==> config.mk <==
export PLATFORM = sky130hd
export DESIGN_NAME = eight_bit_cpu_alu_with_flags
export DESIGN_NICKNAME = d
export VERILOG_FILES = /design/src/rtl/alu8_pkg.sv /design/src/rtl/eight_bit_cpu_alu_with_flags.sv /design/src/rtl/alu8_core.sv
export SDC_FILE = /design/constraint.sdc
export NUM_CORES = 1
export LEC_CHECK = 0
export CAP_MARGIN = 20
export CORE_MARGIN = 5
export CORE_UTILIZATION = 40
export CTS_BUF_LIST = sky130_fd_sc_hd__clkbuf_16
export DETAILED_ROUTE_END_ITERATION = 7
export DONT_BUFFER_PORTS = 1
export SYNTH_ARGS = -nofsm -noshare
export SYNTH_HDL_FRONTEND = slang
export SYNTH_SLANG_ARGS = --single-unit
==> constraint.sdc <==
create_clock -name clk -period 3.9 [get_ports clk]
set_input_delay 0.975 -clock clk [delete_from_list [all_inputs] [get_ports clk]]
set_output_delay 0.975 -clock clk [all_outputs]
set_load 0.05 [all_outputs]
==> src/rtl/alu8_pkg.sv <==
// ----------------------------------------------------------------------------
// alu8_pkg
// Shared types and constants for the 8-bit CPU ALU: command codes, flag bit
// positions and the operand and result bundles.
// ----------------------------------------------------------------------------
package alu8_pkg;

	// Command codes carried on the slave tuser
	typedef enum logic [4:0] {
		CMD_ADD   = 5'd0,
		CMD_ADC   = 5'd1,
		CMD_SUB   = 5'd2,
		CMD_SBC   = 5'd3,
		CMD_AND   = 5'd4,
		CMD_OR    = 5'd5,
		CMD_XOR   = 5'd6,
		CMD_CP    = 5'd7,
		CMD_INC8  = 5'd8,
		CMD_DEC8  = 5'd9,
		CMD_RLC   = 5'd10,
		CMD_RL    = 5'd11,
		CMD_RRC   = 5'd12,
		CMD_RR    = 5'd13,
		CMD_SLA   = 5'd14,
		CMD_SRA   = 5'd15,
		CMD_SRL   = 5'd16,
		CMD_SWAP  = 5'd17,
		CMD_BIT   = 5'd18,
		CMD_DAA   = 5'd19,
		CMD_CPL   = 5'd20,
		CMD_SCF   = 5'd21,
		CMD_CCF   = 5'd22,
		CMD_ADD16 = 5'd23,
		CMD_ADDSP = 5'd24,
		CMD_INC16 = 5'd25,
		CMD_DEC16 = 5'd26
	} cmd_t;

	// Flag byte layout
	localparam int unsigned FLAG_Z = 7;
	localparam int unsigned FLAG_N = 6;
	localparam int unsigned FLAG_H = 5;
	localparam int unsigned FLAG_C = 4;

	// BCD correction constants
	localparam logic [7:0] DAA_LO_FIX = 8'h06;
	localparam logic [7:0] DAA_HI_FIX = 8'h60;
	localparam logic [7:0] DAA_HI_LIM = 8'h99;
	localparam logic [3:0] DAA_LO_LIM = 4'h9;

	// One operation as it enters the ALU
	typedef struct packed {
		logic [4:0]  command;
		logic [15:0] operand_a;
		logic [15:0] operand_b;
		logic [2:0]  bit_index;
		logic [7:0]  flags_in;
	} alu_in_t;

	// One finished operation
	typedef struct packed {
		logic [7:0]  flags_out;
		logic [15:0] result;
	} alu_out_t;

endpackage

==> src/rtl/eight_bit_cpu_alu_with_flags.sv <==
// ----------------------------------------------------------------------------
// eight_bit_cpu_alu_with_flags
// Stream-wrapped 8-bit CPU ALU with Z/N/H/C flags.
// ----------------------------------------------------------------------------
// One operation per beat, one result beat per operation, in order. A beat
// accepted on the slave side is captured in the input register, passes the
// single-pass ALU logic and lands in the result register, from which it
// reaches the master side. With the master side ready the block sustains one
// beat every cycle; the input register and the result register let a new beat
// in while a finished result still waits. No state carries from one
// operation to the next.
module eight_bit_cpu_alu_with_flags (
	input  logic        clk,
	input  logic        arst_n,
	input  logic        s_axis_tvalid,
	output logic        s_axis_tready,
	// [15:0] operand_a, [31:16] operand_b, [34:32] bit_index,
	// [42:35] flags_in, [47:43] zero
	input  logic [47:0] s_axis_tdata,
	// [4:0] command
	input  logic [4:0]  s_axis_tuser,
	output logic        m_axis_tvalid,
	input  logic        m_axis_tready,
	// [15:0] result, [23:16] flags_out
	output logic [23:0] m_axis_tdata
);

	logic                valid_s1;
	alu8_pkg::alu_in_t   op_s1;
	logic                valid_s2;
	alu8_pkg::alu_out_t  res_s2;
	alu8_pkg::alu_out_t  res_c;
	logic                adv_s2;
	logic                adv_s1;

	// Stage handshake
	assign adv_s2        = !valid_s2 || m_axis_tready;
	assign adv_s1        = !valid_s1 || adv_s2;
	assign s_axis_tready = adv_s1;

	// Stage valid bits
	always_ff @(posedge clk or negedge arst_n) begin
		if (!arst_n) begin
			valid_s1 <= 1'b0;
			valid_s2 <= 1'b0;
		end else begin
			if (adv_s1) begin
				valid_s1 <= s_axis_tvalid;
			end
			if (adv_s2) begin
				valid_s2 <= valid_s1;
			end
		end
	end

	// Input register
	always_ff @(posedge clk) begin
		if (adv_s1 && s_axis_tvalid) begin
			op_s1.command   <= s_axis_tuser;
			op_s1.operand_a <= s_axis_tdata[15:0];
			op_s1.operand_b <= s_axis_tdata[31:16];
			op_s1.bit_index <= s_axis_tdata[34:32];
			op_s1.flags_in  <= s_axis_tdata[42:35];
		end
	end

	alu8_core u_core (
		.op  (op_s1),
		.res (res_c)
	);

	// Result register
	always_ff @(posedge clk) begin
		if (adv_s2 && valid_s1) begin
			res_s2 <= res_c;
		end
	end

	assign m_axis_tvalid = valid_s2;
	assign m_axis_tdata  = res_s2;

endmodule

==> src/rtl/alu8_core.sv <==
// ----------------------------------------------------------------------------
// alu8_core
// Single-pass combinational datapath: arithmetic, logic, rotates and shifts, BCD adjust
// and 16-bit adds, with Z/N/H/C flag update.
// ----------------------------------------------------------------------------
module alu8_core (
	input  alu8_pkg::alu_in_t  op,
	output alu8_pkg::alu_out_t res
);

	logic [7:0]  a;
	logic [7:0]  b;
	logic        cin;
	logic        cin_add;
	logic        cin_sub;
	logic [8:0]  sum8;
	logic [4:0]  sum4;
	logic [8:0]  dif8;
	logic [4:0]  dif4;
	logic [16:0] sum16;
	logic [12:0] sum12;
	logic [15:0] ext_b;
	logic        daa_lo;
	logic        daa_hi;
	logic [7:0]  daa_off;
	logic [7:0]  daa_r;
	logic [15:0] r;
	logic        fz;
	logic        fn;
	logic        fh;
	logic        fc;

	assign a   = op.operand_a[7:0];
	assign b   = op.operand_b[7:0];
	assign cin = op.flags_in[alu8_pkg::FLAG_C];

	// Carry-in only for the with-carry forms
	assign cin_add = (op.command == alu8_pkg::CMD_ADC) ? cin : 1'b0;
	assign cin_sub = (op.command == alu8_pkg::CMD_SBC) ? cin : 1'b0;

	// 8-bit adder and subtractor, nibble carries for H
	assign sum8 = {1'b0, a} + {1'b0, b} + {8'd0, cin_add};
	assign sum4 = {1'b0, a[3:0]} + {1'b0, b[3:0]} + {4'd0, cin_add};
	assign dif8 = {1'b0, a} - {1'b0, b} - {8'd0, cin_sub};
	assign dif4 = {1'b0, a[3:0]} - {1'b0, b[3:0]} - {4'd0, cin_sub};

	// 16-bit adds
	assign sum16 = {1'b0, op.operand_a} + {1'b0, op.operand_b};
	assign sum12 = {1'b0, op.operand_a[11:0]} + {1'b0, op.operand_b[11:0]};
	assign ext_b = {{8{b[7]}}, b};

	// Decimal adjust
	assign daa_lo  = (!op.flags_in[alu8_pkg::FLAG_N] && (a[3:0] > alu8_pkg::DAA_LO_LIM))
		|| op.flags_in[alu8_pkg::FLAG_H];
	assign daa_hi  = (!op.flags_in[alu8_pkg::FLAG_N] && (a > alu8_pkg::DAA_HI_LIM))
		|| op.flags_in[alu8_pkg::FLAG_C];
	assign daa_off = (daa_lo ? alu8_pkg::DAA_LO_FIX : 8'h00)
		| (daa_hi ? alu8_pkg::DAA_HI_FIX : 8'h00);
	assign daa_r   = op.flags_in[alu8_pkg::FLAG_N] ? (a - daa_off) : (a + daa_off);

	// Command decode; untouched flags keep their incoming value
	always_comb begin
		r  = op.operand_a;
		fz = op.flags_in[alu8_pkg::FLAG_Z];
		fn = op.flags_in[alu8_pkg::FLAG_N];
		fh = op.flags_in[alu8_pkg::FLAG_H];
		fc = op.flags_in[alu8_pkg::FLAG_C];
		unique case (op.command)
			alu8_pkg::CMD_ADD, alu8_pkg::CMD_ADC: begin
				r  = {8'd0, sum8[7:0]};
				fz = (sum8[7:0] == 8'd0);
				fn = 1'b0;
				fh = sum4[4];
				fc = sum8[8];
			end
			alu8_pkg::CMD_SUB, alu8_pkg::CMD_SBC, alu8_pkg::CMD_CP: begin
				if (op.command != alu8_pkg::CMD_CP) begin
					r = {8'd0, dif8[7:0]};
				end
				fz = (dif8[7:0] == 8'd0);
				fn = 1'b1;
				fh = dif4[4];
				fc = dif8[8];
			end
			alu8_pkg::CMD_AND: begin
				r  = {8'd0, a & b};
				fz = ((a & b) == 8'd0);
				fn = 1'b0;
				fh = 1'b1;
				fc = 1'b0;
			end
			alu8_pkg::CMD_OR: begin
				r  = {8'd0, a | b};
				fz = ((a | b) == 8'd0);
				fn = 1'b0;
				fh = 1'b0;
				fc = 1'b0;
			end
			alu8_pkg::CMD_XOR: begin
				r  = {8'd0, a ^ b};
				fz = ((a ^ b) == 8'd0);
				fn = 1'b0;
				fh = 1'b0;
				fc = 1'b0;
			end
			alu8_pkg::CMD_INC8: begin
				r  = {8'd0, a + 8'd1};
				fz = (a == 8'hFF);
				fn = 1'b0;
				fh = (a[3:0] == 4'hF);
			end
			alu8_pkg::CMD_DEC8: begin
				r  = {8'd0, a - 8'd1};
				fz = (a == 8'h01);
				fn = 1'b1;
				fh = (a[3:0] == 4'h0);
			end
			alu8_pkg::CMD_RLC: begin
				r  = {8'd0, a[6:0], a[7]};
				fz = (a == 8'd0);
				fn = 1'b0;
				fh = 1'b0;
				fc = a[7];
			end
			alu8_pkg::CMD_RL: begin
				r  = {8'd0, a[6:0], cin};
				fz = ({a[6:0], cin} == 8'd0);
				fn = 1'b0;
				fh = 1'b0;
				fc = a[7];
			end
			alu8_pkg::CMD_RRC: begin
				r  = {8'd0, a[0], a[7:1]};
				fz = (a == 8'd0);
				fn = 1'b0;
				fh = 1'b0;
				fc = a[0];
			end
			alu8_pkg::CMD_RR: begin
				r  = {8'd0, cin, a[7:1]};
				fz = ({cin, a[7:1]} == 8'd0);
				fn = 1'b0;
				fh = 1'b0;
				fc = a[0];
			end
			alu8_pkg::CMD_SLA: begin
				r  = {8'd0, a[6:0], 1'b0};
				fz = (a[6:0] == 7'd0);
				fn = 1'b0;
				fh = 1'b0;
				fc = a[7];
			end
			alu8_pkg::CMD_SRA: begin
				r  = {8'd0, a[7], a[7:1]};
				fz = (a[7:1] == 7'd0);
				fn = 1'b0;
				fh = 1'b0;
				fc = a[0];
			end
			alu8_pkg::CMD_SRL: begin
				r  = {8'd0, 1'b0, a[7:1]};
				fz = (a[7:1] == 7'd0);
				fn = 1'b0;
				fh = 1'b0;
				fc = a[0];
			end
			alu8_pkg::CMD_SWAP: begin
				r  = {8'd0, a[3:0], a[7:4]};
				fz = (a == 8'd0);
				fn = 1'b0;
				fh = 1'b0;
				fc = 1'b0;
			end
			alu8_pkg::CMD_BIT: begin
				fz = !a[op.bit_index];
				fn = 1'b0;
				fh = 1'b1;
			end
			alu8_pkg::CMD_DAA: begin
				r  = {8'd0, daa_r};
				fz = (daa_r == 8'd0);
				fh = 1'b0;
				fc = fc | daa_hi;
			end
			alu8_pkg::CMD_CPL: begin
				r  = {8'd0, ~a};
				fn = 1'b1;
				fh = 1'b1;
			end
			alu8_pkg::CMD_SCF: begin
				fn = 1'b0;
				fh = 1'b0;
				fc = 1'b1;
			end
			alu8_pkg::CMD_CCF: begin
				fn = 1'b0;
				fh = 1'b0;
				fc = !cin;
			end
			alu8_pkg::CMD_ADD16: begin
				r  = sum16[15:0];
				fn = 1'b0;
				fh = sum12[12];
				fc = sum16[16];
			end
			alu8_pkg::CMD_ADDSP: begin
				// H and C come from the unsigned low-byte add
				r  = op.operand_a + ext_b;
				fz = 1'b0;
				fn = 1'b0;
				fh = sum4[4];
				fc = sum8[8];
			end
			alu8_pkg::CMD_INC16: begin
				r = op.operand_a + 16'd1;
			end
			alu8_pkg::CMD_DEC16: begin
				r = op.operand_a - 16'd1;
			end
			default: begin
				// unused codes pass operand and flags through
				r = op.operand_a;
			end
		endcase
	end

	assign res.result    = r;
	assign res.flags_out = {fz, fn, fh, fc, op.flags_in[3:0]};

endmodule

Word-level counts from Yosys, hierarchy flattened
Index checks and enable logic that the tools add are counted.

word-level totals
  register bits after elaboration = 74
  input port bits = 57
  output and inout port bits = 26
  logic and storage cells = 116

operators by class
  add/subtract/negate cells = 17
  magnitude comparators = 3
  equal/unequal tests = 30
  mux-type cells = 13
  bitwise operators = 6
  reduce and logical (&&, ||, !) cells = 38

operator list
  operator                                                               count
  16-bit one-hot mux with 21 select lines                                1
  8-bit zero test                                                        9
  5-bit equality test, second input constant                             11
  5-bit by 4-bit equality test with 1-bit output, second input constant  8
  5-bit by 3-bit equality test with 1-bit output, second input constant  4
  19-bit OR reduction                                                    1
  16-bit by 16-bit adder with 17-bit output                              1
  16-bit by 1-bit adder with 16-bit output, second input constant        1
  16-bit adder                                                           1
  16-bit two-way mux                                                     1
  8-bit bitwise OR                                                       2
  16-bit by 1-bit subtractor with 16-bit output, second input constant   1
  1-bit one-hot mux with 15 select lines                                 1
  3-bit OR reduction                                                     5
  7-bit zero test                                                        2
  12-bit by 12-bit adder with 13-bit output                              1
  13-bit OR reduction                                                    1
  5-bit by 2-bit equality test with 1-bit output, second input constant  2
  8-bit by 8-bit adder with 9-bit output                                 1
  9-bit by 1-bit adder with 9-bit output                                 1
  1-bit one-hot mux with 9 select lines                                  1
  8-bit by 8-bit subtractor with 9-bit output                            1
  9-bit by 1-bit subtractor with 9-bit output                            1
  8-bit by 1-bit adder with 8-bit output, second input constant          1
  34 further kinds                                                       48

Depth between registers and ports, before layout
Gate-level depths: netlist of the first run.

  depth in word-level cells = 9
  gate-level depth with buffers = 17
  depth with buffers taken out = 16

Hierarchy
A second synthesis of the first run with hierarchy kept.

unflattened totals
  cell total of the unflattened synthesis = 809
  area, all modules = 7314.5 µm²

by module, submodules not included
  module                        instances  cells each  area an instance (µm²)  sequential area each (µm²)
  alu8_core                     1          729         5048.6                  0.0
  eight_bit_cpu_alu_with_flags  1          80          2265.9                  2212.1

Worst setup path before layout of the first run
No wires, ideal clock.

  path kind = reg-to-reg
  start = reg op_s1[28] (netlist name)
  end = reg res_s2 (netlist bit m_axis_tdata[23]), data pin
  library setup time = 0.261 ns
  data arrival time = 3.644 ns
  data required time = 3.639 ns
  path slack = -0.005 ns
  stages on the path, launching flop included = 17
  path buffers = 1
  clock period less this slack = 3.905 ns
  path through = edfxtp_1 -> buf_6 -> inv_1 -> ha_1 -> or2_2 -> a211oi_1 -> nand2_1 -> o21ai_0 -> a21oi_1 -> ha_1 -> inv_1 -> o21ai_0 -> ha_1 -> or4b_2 -> nand3_1 -> nor3_1 -> o32a_1

RTL lines
  what                  RTL line                            text
  from (decl)           eight_bit_cpu_alu_with_flags.sv:29  alu8_pkg::alu_in_t op_s1;
  to (signal assigned)  eight_bit_cpu_alu_with_flags.sv:75  res_s2 <= res_c;
  to (decl)             eight_bit_cpu_alu_with_flags.sv:31  alu8_pkg::alu_out_t res_s2;

==> results.cfg, run 1 <==
[synthesis]
synth_seq_cells = 74
ys_warn_count = 0
async_reset_ff_frac = 0.0270
yosysTopAreaCell = edfxtp_1
synth_cells = 804
yosys.area.top_type_share = 0.299
ys.flop_type = edfxtp_1
ys_seq_area_frac = 0.306
synth_area_leaders = edfxtp_1, ha_1, xnor2_1
synth_cell_types = 81
yosysMostFrequentCell = edfxtp_1
syn_avg_cell_area_sq_um = 8.99
syn_area_sq_um = 7230
synth_common_cells = edfxtp_1, ha_1, nor2_1, nand2_1, a21oi_1
synth_fp_nets = 935
synth_edf_count = 72

[die]
start_util = 0.404
core_region_area_sq_um = 17900
die_height_microns = 144
row_count = 49
dieArea_sq_um = 20900
die_x_microns = 144
io_pins = 83

[cells_and_area]
layout.nets = 962
n_antenna_cell = 0
postLayoutCellArea_sq_um = 8130
drive_gt1_frac = 0.126
syn_to_final_growth_pct = 12.4

[critical_path]
critPathMaxStageDelay_ps = 680
crit_arrival_ps = 3860
cp_cell_sequence = clkinvlp_4, ha_2, or2_2, a211oi_4, nand2_1, o21ai_2, a21oi_1, ha_1, inv_1, o21ai_0, ha_2, or4b_2, nand3_2, nor3_1, buf_4, o32a_1
endpoint_kind = flop
critPathMaxFanout = 4
crit_required_ps = 4000
worstSetupPathType = flop to flop
crit_top_cell = ha_2
start_kind = flop
slowest_stage = or4b_2

[timing]
min_period_over_period = 0.965
rsz0062_at_grt = false
maxSlewHeadroom = 0.568
worst_slew_pin_slew_ps = 648
finalHoldViolations = 0
skew_ps = 5.06
fin_crit_ps = 3760
finalSetupViolCount = 0
tns_ps = 0
maxSlewViolCount = 0
fmax_ghz = 0.266

[placed_design]
placedInstanceArea_sq_um = 7740
gp_congestion = 1.01
portBuffers = 0
hpwl_mm = 19.2

[clock_tree]
postCtsSetupBuffers = 0
cts_tree = built
cts_hold_buf = 0
root_buffer = clkbuf_16
h-tree-depth = 3
clk_path_buf_depth = 2
cts_sinks = 74
cts_resized = 0
numCtsBuffers = 9
worstSkewPairLatency_ps = 350
clkTransAtPathRegs_ps = 60

[power_and_ir_drop]
finalPower_mw = 3.14
p_seq_frac = 0.352
p_leak_nw = 3.16
p_comb_frac = 0.315
pwr-share-clk = 0.333
max-vdd-ir-drop_v = 0.000353
switching_share = 0.350
power_switching_mw = 1.10
internal_power_mw = 2.04
powerDensity_nw_per_um2 = 387

[drt]
drtIter0Drc = 702
viasPerCell = 6.36
detail-route-antenna-nets = 0
wire_per_inst_microns = 23.4
drc = 0
first_pass_iters = 6
vias = 6770
routed_wl_mm = 24.9

[grt]
antenna_found_initial = 0
grt_pass1_wl_mm = 38.1
grt_pass1_vias = 6437
gr-total-overflow = 0
grt_max_degree = 49
grt_use_total = 0.240

[hold_path]
worstHoldPathType = input port to async pin

[run]
max-cap-violations = 0

[run_status]
status = complete, no violations
area by class of cell:
class                      instances  area (sq um)
clock buffer                       9           225
multi-input combinational        641          4630
inverter                          43           165
clock inverter                     7           141
fill                            1748          9770
timing repair buffer              62           465
tap                              229           287
sequential                        74          2210
kinds of logic (layout without fill, tap and decap cells):
group | count (synthesis) | count (layout) | share of synthesized area
flops | 74 | 74 | 0.306
xor+xnor | 43 | 43 | 0.0521
fa+ha+maj | 74 | 74 | 0.134
buf+inv | 89 | 121 | 0.0589
simple gates | 257 | 257 | 0.182
compound gates | 258 | 258 | 0.250
mux | 9 | 9 | 0.0163
worst paths after layout:
path / start / to / slack [ps] / depth (start not counted)
worst max register to register: op_s1[28] / m_axis_tdata[23] / 140 / 16
worst max-delay path: op_s1[28] / m_axis_tdata[23] / 140 / 16
worst min-delay path: arst_n / valid_s1 / 310 / 0
worst min register to register: op_s1[3] / m_axis_tdata[19] / 420 / 0
max in group asynchronous: arst_n / valid_s1 / 3520 / 0
min in group clk: op_s1[3] / m_axis_tdata[19] / 420 / 0
per-layer routing:
| layer | part of all wire | track usage | vias up |
|---|---|---|---|
| met4 | 0.037 | 0.0884 | 0 |
| met2 | 0.42 | 0.351 | 395 |
| met5 | 0 | 0 | - |
| met3 | 0.10 | 0.0632 | 65 |
| met1 | 0.44 | 0.341 | 3179 |
| li1 | - | - | 3131 |
power by group through the flow:
| stage | Sequential, mW | Combinational, mW | Clock [mW] |
|---|---|---|---|
| CTS | 1.11 | 0.965 | 1.07 |
| global placement | 1.12 | 0.955 | 0 |
| finish | 1.11 | 0.990 | 1.05 |
| global route | 1.11 | 1.08 | 1.10 |
| detailed placement | 1.12 | 0.959 | 0 |
| floorplan | 1.10 | 0.680 | 0 |
registers in the layout, summed over array words and instances, names as in the netlist:
| signal | cells |
|---|---|
| m_axis_tdata | 24 |
| m_axis_tvalid | 1 |
| op_s1 | 48 |
| valid_s1 | 1 |
critical path, delay by kind of cell (launching register included):
family	cells	cell delay, ps
adders and majority gates	3	720
DFF	1	390
and+or+nand+nor	5	1240
buffers and inverters	3	350
AOI/OAI and AO/OA	5	810
placed cells by master (no fill, tap or decap), types with 21 or more instances in the layout:
| master | instances |
|---|---|
| a21oi_1 | 51 |
| buf_4 | 62 |
| edfxtp_1 | 72 |
| ha_1 | 65 |
| inv_1 | 42 |
| nand2_1 | 57 |
| nand3_1 | 21 |
| nor2_1 | 61 |
| o21ai_0 | 47 |
| xnor2_1 | 30 |
through the flow:
step,hold slack (ps),worst slack [ps],cells,util
final,312,137,1065,0.454
after global routing,301,0.803,1065,0.454
after CTS,306,5.99,1065,0.453
after detailed placement,405,32.8,1049,0.432
after global placement,401,85.3,1049,0.432
after floorplan,400,17.1,804,-
Power figures use the tool's default switching activity.
==> run 2, diff against run 1 <==
--- a/config.mk
+++ b/config.mk
@@ -11,6 +11,7 @@
 export CTS_BUF_LIST = sky130_fd_sc_hd__clkbuf_16
 export DETAILED_ROUTE_END_ITERATION = 7
 export DONT_BUFFER_PORTS = 1
+export PLACE_DENSITY = 0.56
 export SYNTH_ARGS = -nofsm -noshare
 export SYNTH_HDL_FRONTEND = slang
 export SYNTH_SLANG_ARGS = --single-unit
==> run 2 against run 1 <==
  * Maximum frequency down 0.74%
  * Count of clock-buffer cells in the layout unchanged
  * Worst hold slack better by 2.8 ps
  * Global-route usage up 1.9 points
  * First-iteration DRC count up 11%
  * Final cell count up 1.4%
  * Die area unchanged
  * Power down 2.2%
  * Sequential share of layout area down 0.22 points
  * Clock power down 12%
  * Design area up 0.80%
  * Critical endpoint unchanged
==> results.cfg, run 2 (synthesis results as in run 1) <==
[run_status]
status = complete, no violations

[placed_design]
portBuffers = 0
hpwl_mm = 20.9
dp_slack_ps = 60.8
gp_congestion = 1.01
numPlacedInstances = 1059
placedInstanceArea_sq_um = 7810

[timing]
hold_slack_ps = 315
fin_crit_ps = 3790
min_period_over_period = 0.972
worst_slew_pin_slew_ps = 687
finalSetupViolCount = 0
tns_ps = 0
maxSlewHeadroom = 0.542
rsz0062_at_grt = true
maxSlewViolCount = 0
fmax_ghz = 0.264
fin_ws_ps = 109
finalHoldViolations = 0
skew_ps = 8.75

[power_and_ir_drop]
p_comb_frac = 0.340
p_seq_frac = 0.358
power_switching_mw = 1.14
pwr-share-clk = 0.302
p_leak_nw = 3.21
max-vdd-ir-drop_v = 0.000240
powerDensity_nw_per_um2 = 375
internal_power_mw = 1.93
finalPower_mw = 3.07
switching_share = 0.371

[critical_path]
worstSetupPathType = flop to flop
crit_arrival_ps = 4000
endpoint_kind = flop
r2r_cells = 14
start_kind = flop
critPathMaxFanout = 9
crit_required_ps = 4110

[cells_and_area]
drive_gt1_frac = 0.142
most-common-layout-cells = buf_4, edfxtp_1, ha_1
n_antenna_cell = 0
multiInputGateArea_sq_um = 4630
layout.cells.non_filler = 1080
largest_reg_flops = 48
seq_area_sq_um = 2210
layout_commonest_cell = buf_4
syn_to_final_growth_pct = 13.3
postLayoutCellArea_sq_um = 8190
layout.nets = 977
final_util = 0.458
nFillCells = 1743
regMostFlops = op_s1

[drt]
vias = 6877
viasPerCell = 6.37
wl_met2_mm = 12.2
wl_met1_mm = 12.2
wl_met3_mm = 2.14
first_pass_iters = 6
routed_wl_mm = 27.2
drc = 0
highest_layer = met4
drtIter0Drc = 779
wire_per_inst_microns = 25.2
detail-route-antenna-nets = 0

[die]
core_region_area_sq_um = 17900
dieArea_sq_um = 20900
io_pins = 83
die_x_microns = 144
row_count = 49
die_height_microns = 144
start_util = 0.404

[clock_tree]
numCtsBuffers = 9
h-tree-depth = 3
cts_tree = built
cts_hold_buf = 0
clkTransAtPathRegs_ps = 60
root_buffer = clkbuf_16
worstSkewPairLatency_ps = 350
clk_path_buf_depth = 2
cts_sinks = 74

[run]
max-cap-violations = 0

[grt]
gr-total-overflow = 0
grt_pass1_wl_mm = 40.5
grt_pass1_vias = 6665
antenna_found_initial = 0
grt_max_degree = 49
grt_use_total = 0.259

[hold_path]
worstHoldPathType = input port to async pin
## run 2: final cells by class
type	instances	area share
clock buffers	9	0.0275
clock inverters	7	0.0121
multi-input cells	641	0.565
flip-flops and latches	74	0.270
inverters	43	0.0202
repair buffers	77	0.0706
well taps	229	0.0350
## run 2: critical path: stages (launching register included)
cell      delay [ps]
edfxtp_1         550
buf_4            200
nand2b_1          90
nor2_2           120
nand3_1          190
fa_1             560
inv_1             60
ha_1             160
o21ai_0          150
nand2_1          140
a31oi_1          310
o21ai_0          170
xor2_1           200
nor4_1           500
o32a_1           250
## run 2: path summary, 6_finish.rpt
path | start | to | slack (ps)
min reg2reg | op_s1[2] | m_axis_tdata[18] | 420
max in group asynchronous | arst_n | m_axis_tvalid | 3520
min | arst_n | valid_s1 | 310
max | op_s1[44] | m_axis_tdata[23] | 110
max reg2reg | op_s1[44] | m_axis_tdata[23] | 110
min in group clk | op_s1[2] | m_axis_tdata[18] | 420
## run 2: layer usage
layer / GRT usage / vias up
li1: - / 3154
met1: 0.375 / 3308
met2: 0.407 / 368
met4: 0.0673 / 0
met3: 0.0394 / 47
met5: 0 / -
## run 2: what timing repair did
action	in CTS	in global routing
gates resized for setup	0	10
setup endpoints to repair	0	4
setup buffers	0	5
## run 2: power by group through the flow
stage | Sequential, mW | Clock [mW] | Combinational [mW]
global placement | 1.11 | 0 | 0.985
global route | 1.11 | 0.982 | 1.13
finish | 1.10 | 0.929 | 1.05
CTS | 1.10 | 0.958 | 1.01
floorplan | 1.10 | 0 | 0.680
detailed placement | 1.12 | 0 | 0.999
==> run 3, diff against run 2 <==
--- a/config.mk
+++ b/config.mk
@@ -6,6 +6,7 @@
 export NUM_CORES = 1
 export LEC_CHECK = 0
 export CAP_MARGIN = 20
+export CORE_ASPECT_RATIO = 1.5
 export CORE_MARGIN = 5
 export CORE_UTILIZATION = 40
 export CTS_BUF_LIST = sky130_fd_sc_hd__clkbuf_16
==> run 3 against run 2 <==
  * Die area increased by 0.27%
  * Final cell count decreased by 1.9%
  * Sequential share of layout area increased by 0.20 points
  * Clock power increased by 3.4%
  * Via count increased by 2.5%
  * Critical path type unchanged
  * Largest cell class unchanged
  * Highest routed layer unchanged
==> results.cfg, run 3 (synthesis results as in run 1) <==
[power_and_ir_drop]
p_seq_frac = 0.357
switching_share = 0.376
finalPower_mw = 3.09
max-vdd-ir-drop_v = 0.000295
internal_power_mw = 1.93
p_leak_nw = 3.18
power_switching_mw = 1.16
pwr-share-clk = 0.311
p_comb_frac = 0.332
powerDensity_nw_per_um2 = 380

[timing]
fin_crit_ps = 3780
worst_slew_pin_slew_ps = 809
fin_ws_ps = 124
finalHoldViolations = 0
min_period_over_period = 0.968
maxSlewHeadroom = 0.461
finalSetupViolCount = 0
rsz0062_at_grt = false
tns_ps = 0
skew_ps = 17.6
fmax_ghz = 0.265
maxSlewViolCount = 0

[grt]
grt_pass1_wl_mm = 43.5
grt_max_degree = 30
gr-total-overflow = 0
grt_use_total = 0.281
grt_pass1_vias = 7185
antenna_found_initial = 0

[critical_path]
start_kind = flop
worstSetupPathType = flop to flop
crit_start = op_s1[28]
worst-path-buf-inv = 2
critPathMaxFanout = 4
slowest_stage = or4b_2
crit_family = simple AND/OR/NAND/NOR gates
crit_required_ps = 4000
endpoint_kind = flop
crit_top_cell = ha_1
cp_cell_sequence = clkinvlp_4, ha_1, or2_2, a211oi_4, nand2_1, o21ai_0, a21oi_1, ha_1, inv_1, o21ai_0, ha_1, or4b_2, nand3_1, nor3_1, o32a_1
r2r_start = op_s1[28]
crit_arrival_ps = 3870
critPathMaxStageDelay_ps = 680

[hold_path]
worstHoldPathType = input port to async pin

[cells_and_area]
drive_gt1_frac = 0.131
nFillCells = 1759
final_util = 0.455
most-common-layout-cells = edfxtp_1, ha_1, buf_4
largest_reg_flops = 48
layout_commonest_cell = edfxtp_1
postLayoutCellArea_sq_um = 8130
regMostFlops = op_s1
n_antenna_cell = 0
layout.nets = 968
syn_to_final_growth_pct = 12.5

[die]
start_util = 0.405
dieArea_sq_um = 20900
io_pins = 83
die_height_microns = 175
row_count = 60
core_region_area_sq_um = 17900
die_x_microns = 120

[drt]
viasPerCell = 6.66
vias = 7049
detail-route-antenna-nets = 0
wire_per_inst_microns = 27.8
drtIter0Drc = 746
first_pass_iters = 5
drc = 0
routed_wl_mm = 29.5

[clock_tree]
clkTransAtPathRegs_ps = 80
root_buffer = clkbuf_16
cts_tree = built
clk_path_buf_depth = 2
numCtsBuffers = 9
cts_hold_buf = 0
worstSkewPairLatency_ps = 370
cts_sinks = 74
h-tree-depth = 3

[placed_design]
gp_congestion = 1.02
dp_slack_ps = -45.5
hpwl_mm = 22.9
placedInstanceArea_sq_um = 7730
portBuffers = 0

[run]
max-cap-violations = 0

[run_status]
status = complete, no violations
==> run 3: area by class of cell <==
cell class | count | area [sq um] | area share
timing repair buffer | 68 | 523 | 0.0643
clock inverter | 7 | 108 | 0.0132
inverter | 43 | 165 | 0.0203
clock buffer | 9 | 225 | 0.0277
tap | 217 | 272 | 0.0334
multi-input combinational | 641 | 4630 | 0.569
sequential | 74 | 2210 | 0.272
==> run 3: metal layers <==
layer / vias to the layer above / GRT usage / part of all wire
met2: 393 / 0.501 / 0.51
met3: 115 / 0.0492 / 0.068
met5: - / 0 / 0
met4: 0 / 0.196 / 0.074
met1: 3393 / 0.297 / 0.35
li1: 3148 / - / -
==> run 3: what timing repair did <==
item	4_1_cts	5_1_grt
setup buffers	0	7
endpoints found under the setup margin	1	7
pin swaps	0	1
gates resized for setup	1	6
gates cloned	0	0
==> run 3: power by group through the flow <==
stage | sequential, mW | clock, mW | combinational, mW
detailed placement | 1.12 | 0 | 0.992
global route | 1.11 | 1.02 | 1.11
global placement | 1.12 | 0 | 0.976
finish | 1.10 | 0.961 | 1.03
CTS | 1.11 | 0.985 | 0.998
floorplan | 1.10 | 0 | 0.680
==> run 3: per-stage QoR <==
step                hold WS [ps]  std cells
finish                       310       1059
global route                 294       1059
CTS                          300       1052
detailed placement           408       1036
global placement             406       1036
floorplan                    400        804
==> run 3: final timing paths <==
kind	end	slack (ps)	depth (start not counted)
setup / recovery	m_axis_tdata[23]	120	15
hold / removal	m_axis_tvalid	310	0
setup reg to reg	m_axis_tdata[23]	120	15
hold reg to reg	m_axis_tdata[19]	420	0
max in group asynchronous	valid_s1	3520	0
min in group clk	m_axis_tdata[19]	420	0
==> run 3: worst reg2reg max path, stage by stage (launching register included) <==
cell,delay [ps]
edfxtp_1,400
clkinvlp_4,150
ha_1,230
or2_2,320
a211oi_4,310
nand2_1,80
o21ai_0,80
a21oi_1,110
ha_1,290
inv_1,50
o21ai_0,80
ha_1,230
or4b_2,680
nand3_1,140
nor3_1,60
o32a_1,290
